## config.mk

```make
export PLATFORM = sky130hd
export DESIGN_NAME = rgba_alpha_blend_unit_flat
export DESIGN_NICKNAME = d
export VERILOG_FILES = /design/src/sv/abu_pkg.sv /design/src/sv/abu_if.sv /design/src/sv/abu_front.sv /design/src/sv/abu_lanes.sv /design/src/sv/rgba_alpha_blend_unit.sv /design/src/flat_wrapper.sv
export SDC_FILE = /design/constraint.sdc
export NUM_CORES = 1
export LEC_CHECK = 0
export BUFFER_PORTS_ARGS = -buffer_cell sky130_fd_sc_hd__buf_2
export CORE_ASPECT_RATIO = 1.2
export CORE_MARGIN = 5
export CORE_UTILIZATION = 40
export CTS_CLUSTER_DIAMETER = 150
export DETAILED_ROUTE_END_ITERATION = 7
export PLACE_DENSITY = 0.59
export SYNTH_ARGS = -nofsm -noshare
export SYNTH_HDL_FRONTEND = slang
export SYNTH_HIERARCHICAL = 1
export SYNTH_SLANG_ARGS = --single-unit
export TNS_END_PERCENT = 30
```

## constraint.sdc

```tcl
create_clock -name clock -period 14.75 [get_ports clock]
set_input_delay 0.7375 -clock clock [delete_from_list [all_inputs] [get_ports clock]]
set_output_delay 0.7375 -clock clock [all_outputs]
set_load 0.02 [all_outputs]
```

## src/sv/abu_pkg.sv

```systemverilog
package abu_pkg;

   localparam logic [7:0] ChMax = 8'd255;

   typedef logic [7:0] chan_type;

   // red in the top byte, alpha in the bottom byte
   typedef struct packed {
      chan_type red;
      chan_type green;
      chan_type blue;
      chan_type alpha;
   } pixel_type;

   // same pixel seen as four byte lanes, lane 0 is alpha
   typedef logic [3:0][7:0] quad_type;

   typedef enum logic [1:0] {
      MODE_UNDER  = 2'd0,
      MODE_OVER   = 2'd1,
      MODE_ADD    = 2'd2,
      MODE_FACTOR = 2'd3
   } mode_type;

   localparam logic CSR_BLEND_MODE = 1'b0;
   localparam logic CSR_ADD_FACTOR = 1'b1;

   // per-pixel operation after early-exit checks
   typedef enum logic [5:0] {
      KIND_DST    = 6'b000001,
      KIND_SRC    = 6'b000010,
      KIND_UNDER  = 6'b000100,
      KIND_OVER   = 6'b001000,
      KIND_ADD    = 6'b010000,
      KIND_FACTOR = 6'b100000
   } kind_type;

   typedef struct packed {
      pixel_type dst;
      pixel_type src;
      kind_type  kind;
      chan_type  mix;
   } stage_type;

   // truncating divide by 255, exact for x up to 255*255
   function automatic chan_type div255(input logic [15:0] x);
      logic [16:0] t;
      t = {1'b0, x} + 17'd1 + {9'd0, x[15:8]};
      return t[15:8];
   endfunction

   // final add and clamp for one byte lane
   function automatic chan_type blend_lane(input kind_type kind, input chan_type d,
                                          input chan_type s, input logic [15:0] prod,
                                          input logic is_alpha);
      logic [8:0] sum;
      logic [8:0] q;
      q = {1'b0, div255(prod)};
      sum = {1'b0, d} + {1'b0, s};
      case (kind)
         KIND_DST:    sum = {1'b0, d};
         KIND_SRC:    sum = {1'b0, s};
         KIND_UNDER:  sum = {1'b0, d} + q;
         KIND_OVER:   sum = q + {1'b0, s};
         KIND_FACTOR: sum = is_alpha ? ({1'b0, d} + {1'b0, s}) : (q + {1'b0, s});
         KIND_ADD:    sum = {1'b0, d} + {1'b0, s};
         default:     sum = {1'b0, d};
      endcase
      return sum[8] ? ChMax : sum[7:0];
   endfunction

endpackage

```

## src/sv/abu_if.sv

```systemverilog
interface abu_req_if;
   logic       valid;
   logic       ready;
   logic [7:0] dst_red;
   logic [7:0] dst_green;
   logic [7:0] dst_blue;
   logic [7:0] dst_alpha;
   logic [7:0] src_red;
   logic [7:0] src_green;
   logic [7:0] src_blue;
   logic [7:0] src_alpha;

   modport source (output valid, dst_red, dst_green, dst_blue, dst_alpha,
                   src_red, src_green, src_blue, src_alpha, input ready);
   modport sink   (input valid, dst_red, dst_green, dst_blue, dst_alpha,
                   src_red, src_green, src_blue, src_alpha, output ready);
endinterface

interface abu_rsp_if;
   logic       valid;
   logic       ready;
   logic [7:0] out_red;
   logic [7:0] out_green;
   logic [7:0] out_blue;
   logic [7:0] out_alpha;

   modport source (output valid, out_red, out_green, out_blue, out_alpha, input ready);
   modport sink   (input valid, out_red, out_green, out_blue, out_alpha, output ready);
endinterface

```

## src/sv/abu_front.sv

```systemverilog
module abu_front import abu_pkg::*; (
   input  logic      clock,
   input  logic      reset,
   input  logic      in_valid,
   output logic      in_ready,
   input  pixel_type in_dst,
   input  pixel_type in_src,
   input  mode_type  blend_mode,
   input  chan_type  add_factor,
   output logic      out_valid,
   input  logic      out_ready,
   output stage_type out_stage
);

   logic        v1_ff, v2_ff;
   logic        adv1, adv2;
   stage_type   s1_ff, s1_in;
   stage_type   s2_ff, s2_in;
   logic [15:0] prod_ff, prod_in;

   // stage advance chain
   assign adv2     = !v2_ff || out_ready;
   assign adv1     = !v1_ff || adv2;
   assign in_ready = adv1;

   // stage 1: early-exit checks and mix for the fixed modes
   always_comb begin
      s1_in.dst  = in_dst;
      s1_in.src  = in_src;
      s1_in.kind = KIND_DST;
      s1_in.mix  = ChMax - in_dst.alpha;
      case (blend_mode)
         MODE_UNDER: begin
            s1_in.mix = ChMax - in_dst.alpha;
            if (in_dst.alpha == ChMax) s1_in.kind = KIND_DST;
            else if (in_dst.alpha == 8'd0) s1_in.kind = KIND_SRC;
            else s1_in.kind = KIND_UNDER;
         end
         MODE_OVER: begin
            s1_in.mix = ChMax - in_src.alpha;
            if (in_src.alpha == 8'd0) s1_in.kind = KIND_DST;
            else if (in_src.alpha == ChMax) s1_in.kind = KIND_SRC;
            else s1_in.kind = KIND_OVER;
         end
         MODE_ADD: begin
            if (in_dst.alpha == 8'd0 || in_src.alpha == ChMax) s1_in.kind = KIND_SRC;
            else s1_in.kind = KIND_ADD;
         end
         MODE_FACTOR: begin
            if (in_dst.alpha == 8'd0) s1_in.kind = KIND_SRC;
            else s1_in.kind = KIND_FACTOR;
         end
         default: s1_in.kind = KIND_DST;
      endcase
   end

   // weighted source alpha for the factor mode
   assign prod_in = {8'd0, in_src.alpha} * {8'd0, ChMax - add_factor};

   // stage 2: factor-mode mix from the weighted alpha
   always_comb begin
      s2_in = s1_ff;
      if (s1_ff.kind == KIND_FACTOR) begin
         s2_in.mix = ChMax - div255(prod_ff);
      end
   end

   // valid bits
   always_ff @(posedge clock) begin
      if (reset) begin
         v1_ff <= 1'b0;
         v2_ff <= 1'b0;
      end else begin
         if (adv1) v1_ff <= in_valid;
         if (adv2) v2_ff <= v1_ff;
      end
   end

   // payload
   always_ff @(posedge clock) begin
      if (adv1) begin
         s1_ff   <= s1_in;
         prod_ff <= prod_in;
      end
      if (adv2) s2_ff <= s2_in;
   end

   assign out_valid = v2_ff;
   assign out_stage = s2_ff;

endmodule

```

## src/sv/abu_lanes.sv

```systemverilog
module abu_lanes import abu_pkg::*; (
   input  logic      clock,
   input  logic      reset,
   input  logic      in_valid,
   output logic      in_ready,
   input  stage_type in_stage,
   output logic      out_valid,
   input  logic      out_ready,
   output pixel_type out_pixel
);

   logic                  v3_ff, v4_ff;
   logic                  adv3, adv4;
   stage_type             s3_ff;
   logic [3:0][15:0]      prod_ff, prod_in;
   quad_type              dq_in, sq_in, dq, sq, res_in;
   pixel_type             pix_ff;

   assign adv4     = !v4_ff || out_ready;
   assign adv3     = !v3_ff || adv4;
   assign in_ready = adv3;

   assign dq_in = quad_type'(in_stage.dst);
   assign sq_in = quad_type'(in_stage.src);
   assign dq    = quad_type'(s3_ff.dst);
   assign sq    = quad_type'(s3_ff.src);

   for (genvar i = 0; i < 4; i++) begin : g_lane
      // stage 3: mix times source (under) or destination (other modes)
      assign prod_in[i] = {8'd0, in_stage.mix} *
                          {8'd0, (in_stage.kind == KIND_UNDER) ? sq_in[i] : dq_in[i]};
      // stage 4: divide, add, clamp
      assign res_in[i] = blend_lane(s3_ff.kind, dq[i], sq[i], prod_ff[i], i == 0);
   end

   // valid bits
   always_ff @(posedge clock) begin
      if (reset) begin
         v3_ff <= 1'b0;
         v4_ff <= 1'b0;
      end else begin
         if (adv3) v3_ff <= in_valid;
         if (adv4) v4_ff <= v3_ff;
      end
   end

   // payload
   always_ff @(posedge clock) begin
      if (adv3) begin
         s3_ff   <= in_stage;
         prod_ff <= prod_in;
      end
      if (adv4) pix_ff <= pixel_type'(res_in);
   end

   assign out_valid = v4_ff;
   assign out_pixel = pix_ff;

endmodule

```

## src/sv/rgba_alpha_blend_unit.sv

```systemverilog
// four register stages between request accept and result valid
// throughput: one pixel per cycle; each stage advances when the next one is empty or moving
// the output register lets a new request in while a finished result waits
// reset (synchronous, active high) empties the pipeline and sets blend mode to over,
// add factor to zero
module rgba_alpha_blend_unit import abu_pkg::*; (
   input  logic       clock,
   input  logic       reset,
   abu_req_if.sink    req_ch,
   abu_rsp_if.source  rsp_ch,
   input  logic       csr_we,
   input  logic       csr_index,
   input  logic [7:0] csr_wdata
);

   mode_type  blend_mode_ff;
   chan_type  add_factor_ff;
   pixel_type dst, src, res;
   stage_type mid_stage;
   logic      mid_valid, mid_ready;

   // configuration registers
   always_ff @(posedge clock) begin
      if (reset) begin
         blend_mode_ff <= MODE_OVER;
         add_factor_ff <= 8'd0;
      end else if (csr_we) begin
         case (csr_index)
            CSR_BLEND_MODE: blend_mode_ff <= mode_type'(csr_wdata[1:0]);
            CSR_ADD_FACTOR: add_factor_ff <= csr_wdata;
            default: ;
         endcase
      end
   end

   assign dst = '{red: req_ch.dst_red, green: req_ch.dst_green,
                  blue: req_ch.dst_blue, alpha: req_ch.dst_alpha};
   assign src = '{red: req_ch.src_red, green: req_ch.src_green,
                  blue: req_ch.src_blue, alpha: req_ch.src_alpha};

   abu_front u_front (
      .clock      (clock),
      .reset      (reset),
      .in_valid   (req_ch.valid),
      .in_ready   (req_ch.ready),
      .in_dst     (dst),
      .in_src     (src),
      .blend_mode (blend_mode_ff),
      .add_factor (add_factor_ff),
      .out_valid  (mid_valid),
      .out_ready  (mid_ready),
      .out_stage  (mid_stage)
   );

   abu_lanes u_lanes (
      .clock     (clock),
      .reset     (reset),
      .in_valid  (mid_valid),
      .in_ready  (mid_ready),
      .in_stage  (mid_stage),
      .out_valid (rsp_ch.valid),
      .out_ready (rsp_ch.ready),
      .out_pixel (res)
   );

   assign rsp_ch.out_red   = res.red;
   assign rsp_ch.out_green = res.green;
   assign rsp_ch.out_blue  = res.blue;
   assign rsp_ch.out_alpha = res.alpha;

endmodule

```

## src/flat_wrapper.sv

```systemverilog
// flat-port wrapper written by rule: the top's interface ports become plain ports
module rgba_alpha_blend_unit_flat import abu_pkg::*;
  (clock, reset, csr_we, csr_index, csr_wdata, req_ch_valid, req_ch_dst_red, req_ch_dst_green, req_ch_dst_blue, req_ch_dst_alpha, req_ch_src_red, req_ch_src_green, req_ch_src_blue, req_ch_src_alpha, req_ch_ready, rsp_ch_valid, rsp_ch_out_red, rsp_ch_out_green, rsp_ch_out_blue, rsp_ch_out_alpha, rsp_ch_ready);
  abu_req_if req_ch_i ();
  abu_rsp_if rsp_ch_i ();
  input  logic clock;
  input  logic reset;
  input  logic csr_we;
  input  logic csr_index;
  input  logic [7:0] csr_wdata;
  input wire logic [$bits(req_ch_i.valid)-1:0] req_ch_valid;
  input wire logic [$bits(req_ch_i.dst_red)-1:0] req_ch_dst_red;
  input wire logic [$bits(req_ch_i.dst_green)-1:0] req_ch_dst_green;
  input wire logic [$bits(req_ch_i.dst_blue)-1:0] req_ch_dst_blue;
  input wire logic [$bits(req_ch_i.dst_alpha)-1:0] req_ch_dst_alpha;
  input wire logic [$bits(req_ch_i.src_red)-1:0] req_ch_src_red;
  input wire logic [$bits(req_ch_i.src_green)-1:0] req_ch_src_green;
  input wire logic [$bits(req_ch_i.src_blue)-1:0] req_ch_src_blue;
  input wire logic [$bits(req_ch_i.src_alpha)-1:0] req_ch_src_alpha;
  output wire logic [$bits(req_ch_i.ready)-1:0] req_ch_ready;
  output wire logic [$bits(rsp_ch_i.valid)-1:0] rsp_ch_valid;
  output wire logic [$bits(rsp_ch_i.out_red)-1:0] rsp_ch_out_red;
  output wire logic [$bits(rsp_ch_i.out_green)-1:0] rsp_ch_out_green;
  output wire logic [$bits(rsp_ch_i.out_blue)-1:0] rsp_ch_out_blue;
  output wire logic [$bits(rsp_ch_i.out_alpha)-1:0] rsp_ch_out_alpha;
  input wire logic [$bits(rsp_ch_i.ready)-1:0] rsp_ch_ready;
  assign req_ch_i.valid = req_ch_valid;
  assign req_ch_i.dst_red = req_ch_dst_red;
  assign req_ch_i.dst_green = req_ch_dst_green;
  assign req_ch_i.dst_blue = req_ch_dst_blue;
  assign req_ch_i.dst_alpha = req_ch_dst_alpha;
  assign req_ch_i.src_red = req_ch_src_red;
  assign req_ch_i.src_green = req_ch_src_green;
  assign req_ch_i.src_blue = req_ch_src_blue;
  assign req_ch_i.src_alpha = req_ch_src_alpha;
  assign req_ch_ready = req_ch_i.ready;
  assign rsp_ch_valid = rsp_ch_i.valid;
  assign rsp_ch_out_red = rsp_ch_i.out_red;
  assign rsp_ch_out_green = rsp_ch_i.out_green;
  assign rsp_ch_out_blue = rsp_ch_i.out_blue;
  assign rsp_ch_out_alpha = rsp_ch_i.out_alpha;
  assign rsp_ch_i.ready = rsp_ch_ready;
  rgba_alpha_blend_unit u_core (.clock(clock), .reset(reset), .req_ch(req_ch_i), .rsp_ch(rsp_ch_i), .csr_we(csr_we), .csr_index(csr_index), .csr_wdata(csr_wdata));
endmodule
```

Word-level counts from Yosys, hierarchy flattened:

Index checks and enable logic that the tools add are counted.

* register bits: 352
* bits of input ports: 78
* output and inout port bits: 34
* logic and storage cells: 121

* add/subtract/negate cells: 26
* multiply operators: 5
* equal/unequal tests: 12
* mux-type cells: 17
* bitwise logic cells: 1
* reductions and logical operators: 16

Operators with widths (number)
* one-hot mux 9 bit (4 select lines): 4
* adder 8 x 8 -> 9 bit: 12
* adder 16 x 1 -> 16 bit, second input constant: 5
* adder 16 x 8 -> 16 bit: 5
* multiplier 8 x 8 -> 16 bit: 5
* two-way mux 8 bit: 6
* subtractor 8 bit, first input constant: 4
* one-hot mux 6 bit (4 select lines): 1
* two-way mux 6 bit: 3
* == test 8 bit, second input constant: 2
* zero test 8 bit: 2
* == test 6 x 3 -> 1 bit, second input constant: 2
* == test 6 bit, second input constant: 2
* == test 6 x 2 -> 1 bit, second input constant: 1
* == test 6 x 4 -> 1 bit, second input constant: 1
* == test 6 x 5 -> 1 bit, second input constant: 1
* logical OR 1 bit: 5
* two-way mux 5 bit: 1
* == test 2 bit, second input constant: 2
* zero test 1 bit: 4
* two-way mux 4 bit: 1
* AND reduction 2 bit: 2
* OR reduction 2 bit: 2
* two-way mux 3 bit: 1
* 3 further kinds: 3

Logic depth before layout (Yosys ltp):

Gate-level depths: netlist of the first run.

* depth in word-level cells: 5
* depth in mapped cells: 20
* mapped depth without buffers: 19

Cells and area by module:

Netlist of the first run, hierarchy kept.

Modules (own cells, without submodules)
* abu_lanes: instances 1, cells an instance 1882, area an instance 18939.4 µm², seq. area each 5024.8 µm²
* abu_front: instances 1, cells an instance 533, area an instance 8052.7 µm², seq. area each 5205.0 µm²
* rgba_alpha_blend_unit: instances 1, cells an instance 44, area an instance 436.7 µm², seq. area each 200.2 µm²

Least setup slack after synthesis of the first run:

OpenSTA, ideal clock, no wires.

* path kind: input port to output port
* start point: input rsp_ch_ready
* end point: output req_ch_ready
* arrival: 6.281 ns
* path slack: 7.732 ns
* stages on the path: 4
* cells stage by stage: nor2b_1 -> nand2_1 -> nor2b_1 -> nand2_1

* longest elaborated chain between the ends: 4

Ends and longest elaborated chain
* start, declared: RTL line flat_wrapper.sv:26 `input wire logic [$bits(rsp_ch_i.ready)-1:0] rsp_ch_ready;`
* logical OR 1 bit: RTL line abu_lanes.sv:19 `assign adv4 = !v4_ff || out_ready;`
* logical OR 1 bit: RTL line abu_lanes.sv:20 `assign adv3 = !v3_ff || adv4;`
* named net u_core.mid_ready: RTL line rgba_alpha_blend_unit.sv:20 `logic mid_valid, mid_ready;`
* logical OR 1 bit: RTL line abu_front.sv:22 `assign adv2 = !v2_ff || out_ready;`
* logical OR 1 bit: RTL line abu_front.sv:23 `assign adv1 = !v1_ff || adv2;`
* end, declared: RTL line flat_wrapper.sv:20 `output wire logic [$bits(req_ch_i.ready)-1:0] req_ch_ready;`

The timed path passes the listed nets, and every way through them passes these cells.

==> impl_metrics.ini, run 1 <==
[sta]
period_needed_ns = 6.380
worst_pin_slew_ns = 1.099
setup_tns_ns = 0
max_freq_mhz = 156.7
rsz0062_at_grt = no
slew_headroom_pct = 24.61
setup_violations = 0
hold_violations = 0
drv_slew = 0
finalClockSkew_ns = 0.01021
fin_crit_sh_pct = 43.25

[clock_tree]
clkSlewWorstSetupHoldPaths_ns = 0.06
cts_hold_buf = 0
tritoncts = yes
cts.htree.levels = 2
cts-buffers-inserted = 42
clk_path_buf_depth = 3
cts_sinks = 352
cts_post_setup_buffers_inserted = 0
cts-root-buf = clkbuf_16
cts_resized = 0
insertion_delay_ns = 0.56

[detailed_routing]
drtIter0Drc = 1042
first_pass_iters = 5
viasPerCell = 5.333
antenna_left = 0
wl_mm = 66.11
drc = 0
wl_met3_mm = 2.798
wire_per_inst_um = 18.78
vias = 18771
wl_met2_mm = 33.11
highest_layer = met5
wl_met1_mm = 27.92

[setup_path]
crit_arrival_ns = 6.67
reg2reg_from = u_core/u_front/out_stage[11]$_DFFE_PP_
critPathKind = reg -> reg
setup.worst_path.start_class = flop
cp-startpoint = u_core/u_front/out_stage[11]$_DFFE_PP_
r2r_slack_ns = 8.37
crit_path_end_kind = flop
cp.required_ns = 15.04
crit_end = u_core/u_lanes/prod_ff[31]$_DFFE_PP_
reg2reg_to = u_core/u_lanes/prod_ff[31]$_DFFE_PP_
rr_worst_depth = 19
cp_max_fo = 17

[floorplan]
start_util_pct = 40.23
num_rows = 105
pin_count = 112
core_area_sq_mm = 0.06818
die_y_um = 296.9
die_area_sq_mm = 0.07393
fp.dieW_um = 249.0

[synthesis]
synth_cells = 2459
synth.avg_cell_area_sq_um = 11.15
yosys_warnings = 6
synth-edff-count = 338
synth_ff_type = edfxtp_1
synth_common_cells = edfxtp_1, inv_1, ha_1
yosysTopAreaCellShare_pct = 37.00
seq_area_frac_synth_pct = 38.03
synth.cell_area_sq_mm = 0.02743
synth-async-reset-ratio_pct = 0
ys_types = 79
ys_top_cells_by_area = edfxtp_1, fa_1, ha_1
synth_area_leader_cell = edfxtp_1
post-synth-top-count-cell = edfxtp_1
ys_ff_latch = 352
synth_fp_nets = 3004

[grt]
grt_max_degree = 79
grt_use_total_pct = 17.58
overflow = 0
antenna_found_initial = 5
grt_pass1_vias = 20055
grt_pass1_wl_mm = 105.6

[layout]
stdcell_count = 3520
final_util_pct = 44.72
finalNetCount = 3119
drive_above_1_share_pct = 10.36
nFillCells = 6364
area_delta_synth_final_pct = 11.16

[power_and_ir_drop]
irDropWorstVdd_mv = 0.1070
p_leak_nw = 13.43
p_per_area_mw_per_mm2 = 199.6

[placement]
place_congestion = 0.9060
hpwl_mm = 49.02
portBuffers = 111
dp.cells = 3439

[hold_path]
whs_path_depth = 1
hold_class = in -> reg

[outcome]
outcome = finished, final reports clean

[flow_run]
drv_cap = 0
## through the flow
step	power [mW]	setup slack, ns	hold WS [ns]	instance area (sq um)
6_report	6.085	8.370	0.3569	30490
5_1_grt	6.622	8.050	0.3202	30480
4_1_cts	6.113	8.328	0.3153	30480
3_5_place_dp	5.000	8.333	0.4045	29040
3_3_place_gp	4.885	8.435	0.4015	29040
2_1_floorplan	4.175	7.732	0.4003	27430
## layout by cell type (no fill, tap or decap), types with 14 or more instances in the layout
| cell type | n |
|---|---|
| o21a_1 | 26 |
| o211ai_1 | 18 |
| a211oi_1 | 24 |
| a21oi_1 | 104 |
| a21o_1 | 32 |
| o21ai_0 | 82 |
| nand2_1 | 72 |
| fa_1 | 188 |
| edfxtp_1 | 338 |
| buf_4 | 19 |
| nor3_1 | 21 |
| clkbuf_16 | 45 |
| dfxtp_1 | 14 |
| nor2_1 | 131 |
| ha_1 | 279 |
| nand3_1 | 19 |
| xor2_1 | 27 |
| mux2_2 | 33 |
| inv_1 | 305 |
| buf_2 | 111 |
| mux2i_1 | 41 |
| and2_1 | 36 |
| nand2b_1 | 51 |
| nor2b_1 | 250 |
| o31ai_1 | 15 |
| xnor2_1 | 78 |
| or3_1 | 16 |
## flip-flops by register name, indices dropped and copies added (netlist names)
signal                    cells
u_core/add_factor_ff          8
u_core/blend_mode_ff          2
u_core/u_front/out_stage     78
u_core/u_front/out_valid      1
u_core/u_front/prod_ff       16
u_core/u_front/s1_ff         78
u_core/u_front/v1_ff          1
u_core/u_lanes/dq            32
u_core/u_lanes/out_pixel     32
u_core/u_lanes/out_valid      1
u_core/u_lanes/prod_ff       64
u_core/u_lanes/s3_ff         38
u_core/u_lanes/v3_ff          1
## how the worst min path moves through the flow
stage / slack, ns / startpoint / to
after detailed placement: 0.40 / u_core/u_front/s1_ff[21]$_DFFE_PP_ / u_core/u_front/out_stage[21]$_DFFE_PP_
after global routing: 0.32 / req_ch_src_green[6] / u_core/u_front/s1_ff[36]$_DFFE_PP_
final: 0.36 / req_ch_src_green[5] / u_core/u_front/s1_ff[35]$_DFFE_PP_
after CTS: 0.32 / req_ch_src_blue[2] / u_core/u_front/s1_ff[24]$_DFFE_PP_
after global placement: 0.40 / u_core/u_front/s1_ff[62]$_DFFE_PP_ / u_core/u_front/out_stage[62]$_DFFE_PP_
after floorplan: 0.40 / u_core/u_front/s1_ff[14]$_DFFE_PP_ / u_core/u_front/out_stage[14]$_DFFE_PP_
## critical path, stage by stage, from the launching register on
cell	delay, ns
edfxtp_1	0.38
nor4b_1	0.39
nand2_2	0.43
buf_4	0.40
mux2i_1	0.58
nand2b_1	0.21
fa_1	0.45
fa_1	0.55
inv_1	0.05
fa_1	0.47
inv_1	0.05
fa_1	0.47
inv_1	0.04
ha_1	0.32
o21a_1	0.13
o31a_1	0.15
o311ai_0	0.49
a21oi_1	0.16
nor4_1	0.28
a311oi_1	0.08
## layer usage
layer | GRT usage, % | vias to the layer above
met5 | 0 | -
met1 | 21.68 | 9362
li1 | - | 8821
met2 | 31.12 | 444
met4 | 6.325 | 2
met3 | 3.001 | 142
## report_power, final
part | switching (mW) | leakage (nW) | internal [mW]
clock | 0.417 | 0.701 | 0.659
combinational | 1.93 | 9.00 | 1.51
sequential | 0.152 | 3.73 | 1.42
## cells by family after synthesis
family                     after synthesis  synth area share (%)
buffers and inverters                  365                 5.159
AOI/OAI and AO/OA                      428                 10.61
xor gates and xnor gates               105                 3.353
DFF                                    352                 38.03
muxes                                   74                 2.851
and+or+nand+nor                        668                 13.55
adders and majority gates              467                 26.45
## layout make-up
| cell class | instances | area (sq um) | share of cell area (%) |
|---|---|---|---|
| clock inverter | 28 | 297.8 | 0.9767 |
| clock buffer | 49 | 1141 | 3.743 |
| timing repair buffer | 130 | 698.2 | 2.290 |
| antenna | 4 | 10.01 | 0.03283 |
| inverter | 306 | 1150 | 3.771 |
| tap | 909 | 1137 | 3.730 |
| sequential | 352 | 10430 | 34.21 |
| multi-input combinational | 1742 | 15630 | 51.25 |
No activity file was read; power rests on OpenSTA's default activity.
==> inputs of run 2 (changes only) <==
==> constraint.sdc (replaced) <==
create_clock -name clock -period 6.7 [get_ports clock]
set_input_delay 0.335 -clock clock [delete_from_list [all_inputs] [get_ports clock]]
set_output_delay 0.335 -clock clock [all_outputs]
set_load 0.02 [all_outputs]
==> run 2 against run 1 <==
  * Routed wire length grew 1.5%
  * Non-clock buffer count grew 64
  * Utilization grew 0.85 points
  * Die area is the same
  * Worst hold slack lost 0.31 ns
==> impl_metrics.ini, run 2 (synthesized netlist as in run 1, its figures left out) <==
[outcome]
outcome = finished, final reports clean

[sta]
drv_slew = 0
period_needed_ns = 6.143
setup_violations = 0
worst_pin_slew_ns = 1.290
setup_tns_ns = 0
layout_setup_ws_ns = 0.5568
fin_crit_sh_pct = 91.69
max_freq_mhz = 162.8
finalClockSkew_ns = 0.01851
hold_violations = 0
rsz0062_at_grt = no
slew_headroom_pct = 13.59

[floorplan]
start_util_pct = 40.23
die_area_sq_mm = 0.07393
die_y_um = 296.9
core_area_sq_mm = 0.06818
pin_count = 112
fp.dieW_um = 249.0
num_rows = 105

[detailed_routing]
antenna_left = 0
drtIter0Drc = 999
viasPerCell = 5.267
wire_per_inst_um = 18.73
vias = 18872
wl_mm = 67.10
drc = 0
first_pass_iters = 7

[power_and_ir_drop]
p_leak_nw = 13.65
p_per_area_mw_per_mm2 = 429.5
irDropWorstVdd_mv = 0.2539

[placement]
dpl_worst_slack_ns = 0.5330
hpwl_mm = 50.16
placed_area_sq_mm = 0.02915
portBuffers = 111
place_congestion = 0.8729
dp.cells = 3452

[setup_path]
setup.worst_path.start_class = flop
crit_path_end_kind = flop
cp.required_ns = 7.00
crit_path_top_delay_cell = mux2i_1
cp_max_fo = 16
crit_arrival_ns = 6.44
cp_common_cell = fa_1
crit_path_max_incr_delay_ns = 0.64
path_buf_inv = 3
worst-path-stages = 17
crit_chain = nor4b_1, nand2_2, buf_4, mux2i_1, nor2b_1, fa_1, fa_1, fa_1, inv_1, fa_1, inv_1, ha_1, or3_1, o311ai_0, a21oi_1, nor4_1, a311oi_1
r2r_slack_ns = 0.56
critPathTopFamily = adder cells
rr_worst_depth = 17
critPathKind = reg -> reg

[layout]
final_cell_mix = edfxtp_1, inv_1, ha_1
final_common_cell = edfxtp_1
finalNetCount = 3183
final_cell_area_sq_mm = 0.03107
area_delta_synth_final_pct = 13.27
stdcell_count = 3583
drive_above_1_share_pct = 10.67
final_util_pct = 45.57
nFillCells = 6307

[clock_tree]
cts.htree.levels = 2
cts-root-buf = clkbuf_16
cts-buffers-inserted = 42
cts_post_setup_buffers_inserted = 0
insertion_delay_ns = 0.57
cts_sinks = 352
clkSlewWorstSetupHoldPaths_ns = 0.06
clk_path_buf_depth = 3
tritoncts = yes

[grt]
grt_max_degree = 79
grt_pass1_vias = 20216
antenna_found_initial = 4
overflow = 0
grt_use_total_pct = 17.98
grt_pass1_wl_mm = 107.6

[flow_run]
drv_cap = 0

[hold_path]
whs_path_depth = 3
hold_class = in -> reg
run 2: cell types whose count changed in the layout (fill, tap and decap cells not counted), sizes merged:
cell	change
dlygate4sd3	+51
buf	+13
clkinv	-8
clkinvlp	+8
bufinv	-1
run 2: per-stage QoR:
stage / hold WS, ns / total power [mW]
final: 0.04406 / 13.34
after global routing: 0.01515 / 14.57
after CTS: 0.007001 / 13.44
after detailed placement: 0.4045 / 11.01
after global placement: 0.4024 / 10.80
after floorplan: 0.4003 / 9.191
run 2: power by group:
part | internal [mW] | switching, mW
registers | 3.12 | 0.352
logic | 3.34 | 4.22
clock network | 1.38 | 0.932
run 2: worst paths after layout:
path / start / end
setup / recovery: u_core/u_front/out_stage[11]$_DFFE_PP_ / u_core/u_lanes/prod_ff[63]$_DFFE_PP_
hold / removal: csr_wdata[5] / u_core/add_factor_ff[5]$_SDFFE_PP0P_
setup reg to reg: u_core/u_front/out_stage[11]$_DFFE_PP_ / u_core/u_lanes/prod_ff[63]$_DFFE_PP_
hold reg to reg: u_core/u_front/s1_ff[66]$_DFFE_PP_ / u_core/u_front/out_stage[66]$_DFFE_PP_
run 2: cell type report:
class | count | area (sq um) | share of cell area, %
repair buffers | 194 | 1319 | 4.245
well taps | 909 | 1137 | 3.661
clock inverters | 27 | 299.0 | 0.9625
clock buffers | 49 | 1099 | 3.536
diodes | 4 | 10.01 | 0.03222
flip-flops and latches | 352 | 10430 | 33.57
inverters | 306 | 1150 | 3.701
multi-input cells | 1742 | 15630 | 50.29
run 2: what timing repair did:
action | in CTS | in global routing
hold buffers | 50 | 1
resized for setup | 0 | 0
hold endpoints to repair | 50 | 1
run 2: per-layer routing:
metal,global-route usage (%),vias to the layer above,routed length [um]
li1,-,8975,-
met1,22.96,9334,28600
met2,31.01,447,33090
met3,2.905,114,3181
met4,6.482,2,2221
met5,0,-,7
run 2: worst register-to-register path, cell delays in order, from the launching register on:
cell and delay (ns):
edfxtp_1 0.38, nor4b_1 0.36, nand2_2 0.32, buf_4 0.34, mux2i_1 0.66, nor2b_1 0.16, fa_1 0.54, fa_1 0.50
fa_1 0.50, inv_1 0.05, fa_1 0.47, inv_1 0.04, ha_1 0.22, or3_1 0.41, o311ai_0 0.49, a21oi_1 0.17
nor4_1 0.21, a311oi_1 0.08
